==> config.mk <==
export PLATFORM = sky130hd
export DESIGN_NAME = ncrt_cfg
export DESIGN_NICKNAME = d
export VERILOG_FILES = /design/src/sv/ncrt_pkg.sv /design/src/sv/ncrt_cfg.sv
export SDC_FILE = /design/constraint.sdc
export NUM_CORES = 1
export LEC_CHECK = 0
export ABC_AREA = 1
export BUFFER_PORTS_ARGS = -buffer_cell sky130_fd_sc_hd__buf_4
export CORE_MARGIN = 10
export CORE_UTILIZATION = 45
export DETAILED_ROUTE_END_ITERATION = 6
export PLACE_DENSITY = 0.76
export SLEW_MARGIN = 40
export SYNTH_ARGS = -nofsm -noshare
export SYNTH_HDL_FRONTEND = slang
export SYNTH_SLANG_ARGS = --single-unit
==> constraint.sdc <==
create_clock -name clk -period 1 [get_ports clk]
set_input_delay 0 -clock clk [delete_from_list [all_inputs] [get_ports clk]]
set_output_delay 0 -clock clk [all_outputs]
set_load 0.01 [all_outputs]
==> src/sv/ncrt_pkg.sv <==
package ncrt_pkg;

  typedef struct packed {
    logic [1:0]  req_type;
    logic [15:0] node_id;
    logic [7:0]  command;
    logic [31:0] tag;
    logic [7:0]  response;
    logic [4:0]  entry_index;
    logic [31:0] now_time;
    logic        send_ok;
    logic        report_ok;
  } in_item_t;

  typedef struct packed {
    logic [3:0]  result_kind;
    logic [15:0] out_node_id;
    logic [7:0]  out_command;
    logic [31:0] out_tag;
    logic [7:0]  out_response;
  } out_item_t;

  typedef struct packed {
    logic [31:0] heartbeat_interval;
    logic [31:0] offline_probe_interval;
    logic [31:0] command_timeout;
    logic [31:0] heartbeat_retry_wait;
    logic [7:0]  max_retries;
    logic [7:0]  heartbeat_code;
    logic [7:0]  abnormal_code;
    logic [7:0]  motor_running_code;
  } cfg_regs_t;

  localparam logic [1:0] REQ_ADD = 2'd0;
  localparam logic [1:0] REQ_SEND = 2'd1;
  localparam logic [1:0] REQ_RESP = 2'd2;
  localparam logic [1:0] REQ_SERVICE = 2'd3;

  localparam logic [1:0] PH_IDLE = 2'd0;
  localparam logic [1:0] PH_STANDBY = 2'd1;
  localparam logic [1:0] PH_RUN = 2'd2;
  localparam logic [1:0] PH_DONE = 2'd3;

  localparam logic [3:0] RK_NOTHING = 4'd0;
  localparam logic [3:0] RK_OK = 4'd1;
  localparam logic [3:0] RK_NOT_FOUND = 4'd2;
  localparam logic [3:0] RK_BUSY = 4'd3;
  localparam logic [3:0] RK_DISPATCH = 4'd4;
  localparam logic [3:0] RK_REPORT = 4'd5;
  localparam logic [3:0] RK_OFFLINE = 4'd6;
  localparam logic [3:0] RK_ONLINE = 4'd7;
  localparam logic [3:0] RK_FULL = 4'd8;

  localparam logic [2:0] REG_HB_INTERVAL = 3'd0;
  localparam logic [2:0] REG_PROBE_INTERVAL = 3'd1;
  localparam logic [2:0] REG_CMD_TIMEOUT = 3'd2;
  localparam logic [2:0] REG_HB_WAIT = 3'd3;
  localparam logic [2:0] REG_MAX_RETRIES = 3'd4;
  localparam logic [2:0] REG_HB_CODE = 3'd5;
  localparam logic [2:0] REG_ABN_CODE = 3'd6;
  localparam logic [2:0] REG_MOTOR_CODE = 3'd7;

  typedef enum logic [2:0] {
    ST_IDLE,
    ST_SCAN,
    ST_READ,
    ST_EVAL,
    ST_WRITE,
    ST_OUT
  } state_t;

endpackage

==> src/sv/ncrt_cfg.sv <==
module ncrt_cfg (
  input  logic                clk,
  input  logic                rst_n,
  input  logic                psel,
  input  logic                penable,
  input  logic                pwrite,
  input  logic [4:0]          paddr,
  input  logic [31:0]         pwdata,
  output logic [31:0]         prdata,
  output logic                pready,
  output ncrt_pkg::cfg_regs_t regs
);

  ncrt_pkg::cfg_regs_t regs_r;
  logic [2:0] idx;

  assign idx = paddr[4:2];
  assign pready = 1'b1;
  assign regs = regs_r;

  always_ff @(posedge clk) begin
    if (!rst_n) begin
      regs_r.heartbeat_interval <= 32'd60;
      regs_r.offline_probe_interval <= 32'd600;
      regs_r.command_timeout <= 32'd10;
      regs_r.heartbeat_retry_wait <= 32'd3;
      regs_r.max_retries <= 8'd3;
      regs_r.heartbeat_code <= 8'd1;
      regs_r.abnormal_code <= 8'd2;
      regs_r.motor_running_code <= 8'd3;
    end else if (psel && penable && pwrite) begin
      unique case (idx)
        ncrt_pkg::REG_HB_INTERVAL:    regs_r.heartbeat_interval <= pwdata;
        ncrt_pkg::REG_PROBE_INTERVAL: regs_r.offline_probe_interval <= pwdata;
        ncrt_pkg::REG_CMD_TIMEOUT:    regs_r.command_timeout <= pwdata;
        ncrt_pkg::REG_HB_WAIT:        regs_r.heartbeat_retry_wait <= pwdata;
        ncrt_pkg::REG_MAX_RETRIES:    regs_r.max_retries <= pwdata[7:0];
        ncrt_pkg::REG_HB_CODE:        regs_r.heartbeat_code <= pwdata[7:0];
        ncrt_pkg::REG_ABN_CODE:       regs_r.abnormal_code <= pwdata[7:0];
        default:                      regs_r.motor_running_code <= pwdata[7:0];
      endcase
    end
  end

  always_comb begin
    unique case (idx)
      ncrt_pkg::REG_HB_INTERVAL:    prdata = regs_r.heartbeat_interval;
      ncrt_pkg::REG_PROBE_INTERVAL: prdata = regs_r.offline_probe_interval;
      ncrt_pkg::REG_CMD_TIMEOUT:    prdata = regs_r.command_timeout;
      ncrt_pkg::REG_HB_WAIT:        prdata = regs_r.heartbeat_retry_wait;
      ncrt_pkg::REG_MAX_RETRIES:    prdata = {24'd0, regs_r.max_retries};
      ncrt_pkg::REG_HB_CODE:        prdata = {24'd0, regs_r.heartbeat_code};
      ncrt_pkg::REG_ABN_CODE:       prdata = {24'd0, regs_r.abnormal_code};
      default:                      prdata = {24'd0, regs_r.motor_running_code};
    endcase
  end

endmodule

# == Word level (Yosys, flattened, before mapping) ==
# Index checks and enable logic that the tools add are counted.
# word_totals
register_bits,160
inputBits,42
out_inout_bits,193
word_cells,28
# op_classes
n_eq_ne,6
n_mux,1
bitwise_logic,1
n_reduce_logical,12
# op_table
operator,n
32-bit case mux with 7 select lines,1
2-bit AND reduction,8
"3-bit equality test, second input constant",3
7-bit OR reduction,1
"3-bit by 2-bit equality test with 1-bit output, second input constant",2
"3-bit by 1-bit equality test with 1-bit output, second input constant",1
3-bit zero test,1
1-bit logical AND,2
1-bit inverter,1

# == Longest topological paths before layout ==
# logic_depth
depth_word,4
ltp_mapped,8
ltp_nobuf,6

# == Worst setup path before layout ==
# OpenSTA, ideal clock, no wires.
# synth_timing
path_type,input to register
startpoint,input paddr[4]
endpoint,"register regs_r, in the netlist regs[121]"
setup_ns,0.116
arrival_time_ns,0.872
required_ns,0.884
setup_slack_ns,0.012
stages,8
path_buffers,2
cell_sequence,inv_2 -> buf_2 -> nand3_1 -> nor2_4 -> inv_2 -> buf_2 -> nor2_1 -> nor2_1
# synth_between
elab_chain_cells,2
# synth_rtl
element,line_no,rtl
"start, declared",ncrt_cfg.sv:7,"input logic [4:0] paddr,"
3-bit by 1-bit equality test with 1-bit output,ncrt_cfg.sv:32,unique case (idx)
2-bit AND reduction (no line),--,
"end, declared",ncrt_cfg.sv:14,ncrt_pkg::cfg_regs_t regs_r;
# No other way between the ends.
# A chain may end at the register's enable or synchronous reset.

# == Worst setup path in the final report ==
# layout_timing
startpoint,"register regs_r, in the netlist regs[24]"
endpoint,output prdata[0]
# layout_between
elab_chain_cells,1
# layout_rtl
element,line_no,rtl
32-bit case mux with 7 select lines,ncrt_cfg.sv:46,unique case (idx)
"end, declared",ncrt_cfg.sv:9,"output logic [31:0] prdata,"
# No other way between the ends.

==> summary.md <==
| Metric | Value |
|---|---|
| Via count | between 8000 and 9000 |
| Mean Syn Cell Area | 6.937 sq um |
| Final setup margin | -0.3195 ns |
| Fin. Hold Viols | 0 |
| Number of flip-flops under the largest register name | 160 |
| Placed cell count | about 1400 |
| Cts bufs inserted | 17 |
| Die area | 0.02051 sq mm |
| Die Span X | around 140 um |
| CORE AREA | 0.01470 sq mm |
| Worst Setup Start Kind | flop |
| Via-to-Cell Ratio | roughly 5.7 |
| Clock skew | 0 ns |
| Violated checks | negative setup slack |
| Tmin final | 1.319 ns |
| Post-Route WL | 31280 um |
| Post-route clock period utilization | 131.9% |
| DR iter-0 viols | between 800 and 900 |
| GRT met3 Usage | about 7.9% |
| Htree depth | 4 |
| Share of the yosys chip area belonging to registers | 46.88% |
| Hold Path Depth | 3 |
| Fin area | approximately 0.012 sq mm |
| RSZ-0062 raised after global routing | true |
| Post-Syn Area | 0.006833 sq mm |
| Clock sink count | between 150 and 200 |
| Initial antenna violation count | 0 |
| Clock Path Buffers | 2 |
| CP max FO | 3 |
| CTS tree | built |
| Antenna viol nets, final | 0 |
| Hold Crit Start | rst_n |
| Status | finished with violations |
| GRT Residual Overflow | 0 |
| Max Freq | 757.9 MHz |
| Post-layout nets | about 1400 |
| Synth cell types | 20 |
| I/O Buffers | about 230 |
| GRT met1 Usage | 33.65% |
| Post-Synthesis Net Count | 1027 |
| Flop2flop setup slack | around 0.090 ns |
| Met2 Track Usage GR | approximately 47% |
| Worst Path Required | 1.00 ns |
| Drt pass-1 iters | 6 |
| Worst Setup End Kind | output pin |
| Initial Utilization | 46.48% |
| Worst Reg-to-Reg Cells | 3 |
| Vias in the first global route | approximately 8400 |
| Post-DP Area | 0.009181 sq mm |
| Layout cells sized above 1 | 45.00% |
| Power Density | 1252 mW/mm^2 |
| Final hold slack | between 0.04 and 0.05 ns |
| Top cells by area, synth | dfxtp_1 47%, nor2_1 17%, nand2_1 8.9% |
| WL/cell | roughly 20 um |
| # diodes | 0 |
| Final setup fails | 39 |
| Clk root buf | clkbuf_16 |
| Setup WS pre-CTS | -0.1398 ns |
| DRC viols | 0 |
| CP arrival | 1.32 ns |
| Die H | approximately 140 um |
| Largest net degree at the start of global routing | 60 |
| Layout Cells excl Fill | 1544 |
| Fin util | approximately four fifths |
| Reg2Reg Launch Point | regs[58]$_SDFFE_PN0P_ |
| First-pass GRT wire length | around 46000 um |
| Global Route Usage Sum | 28.39% |
| YS warnings | 0 |
| Detailed Place HPWL | 19100 um |
| Tot Pwr | 14.71 mW |
| Row Count | 44 |
| HP Class | primary input to flop |
| Clk Latency, worst-skew pair | 0.42 ns |
| WS Path Type | flop to output pin |
| Synth Register Bits | 160 |
| Post-synth top area cell | dfxtp_1 |
| Top Ports | 235 |
| Syn Inst Count | between 900 and 1000 |
| Reg clk slew, reported paths | roughly 0.060 ns |
| Leakage | about 5.7 nW |
| Yosys top cell area share | around 47% |
| RD Place Congestion | just over 0.9 |
| Maxcap violations | 0 |
| Area Growth Syn to Fin | 71.95% |
| RR Endpoint | regs[58]$_SDFFE_PN0P_ |
| Min-Delay Endpoint | regs[105]$_SDFFE_PN1P_ |
| Setup_tns | -4.401 ns |
| Slew Limit Fails | 0 |
| VDD IR max | 1.272 mV |
| GRT busiest layer | met2 |
==> worst max-delay path by stage <==
stage / startpoint / to / slack, ns / cells past startpoint
finish: regs[24]$_SDFFE_PN1P_ / prdata[0] / -0.32 / 5
global route: regs[67]$_SDFFE_PN1P_ / prdata[3] / -0.36 / 5
CTS: regs[16]$_SDFFE_PN1P_ / prdata[0] / -0.31 / 5
detailed placement: paddr[4] / regs[51]$_SDFFE_PN0P_ / -0.14 / 7
global placement: paddr[4] / regs[52]$_SDFFE_PN0P_ / -0.12 / 7
floorplan: paddr[4] / regs[121]$_SDFFE_PN0P_ / 0.01 / 8
==> report_power, final <==
part           leakage, nW  total [mW]  switching (mW)  internal, mW
clock network        0.296        6.70            2.86          3.84
registers             1.35        6.53          0.0798          6.45
logic                 4.09        1.49           0.799         0.688
==> routing by layer <==
metal	vias up	wire (um)	share of wire (%)
met5	-	0	0
met4	0	1449	4.6
met3	128	3299	11
met2	621	15120	48
met1	4056	11410	36
li1	3939	-	-
==> Yosys cell counts (all sizes together) <==
master / instances
conb: 1
o21ai: 142
nor2: 318
nand2: 165
clkbuf: 32
inv: 24
nand4: 64
buf: 39
o211ai: 4
nand3: 36
dfxtp: 160
==> logic make-up after synthesis <==
kind of cell / Yosys count / synth area share, %
compound gates: 146 / 10.84
buf+inv: 95 / 6.098
flops: 160 / 46.88
other cells: 1 / 0.05488
simple gates: 583 / 36.13
==> cells in the final DEF, fill, tap and decap left out, types with 30 or more instances in the layout <==
| cell | count |
|---|---|
| dfxtp_2 | 122 |
| o21ai_1 | 38 |
| dfxtp_1 | 33 |
| buf_6 | 181 |
| buf_4 | 184 |
| o21ai_0 | 104 |
| dlygate4sd3_1 | 32 |
| nor2_1 | 293 |
| nand4_1 | 64 |
| nand2_2 | 32 |
| nand2_1 | 132 |
| nand3_1 | 30 |
==> repair_timing <==
action,CTS,global route
endpoints found under the setup margin,44,109
hold buffers,32,0
setup buffers,68,18
cloned,0,0
resized for setup,258,111
endpoints found under the hold margin,160,0
pin swaps,50,43
==> area by class of cell <==
cell class,count,area [sq um]
repair buffers,414,4080
clock inverters,14,166.4
flip-flops and latches,160,3374
fillers,891,2950
clock buffers,18,439.2
multi-input cells,730,3368
inverters,24,90.09
well taps,184,230.2
==> critical path, stage by stage, from the launching register on <==
cell and delay (ns):
dfxtp_1 0.33, nand3_1 0.10, nand2_1 0.08, nor2_2 0.15
nand3_2 0.11, buf_6 0.13
Note: power is estimated with default switching activity, not from simulation.
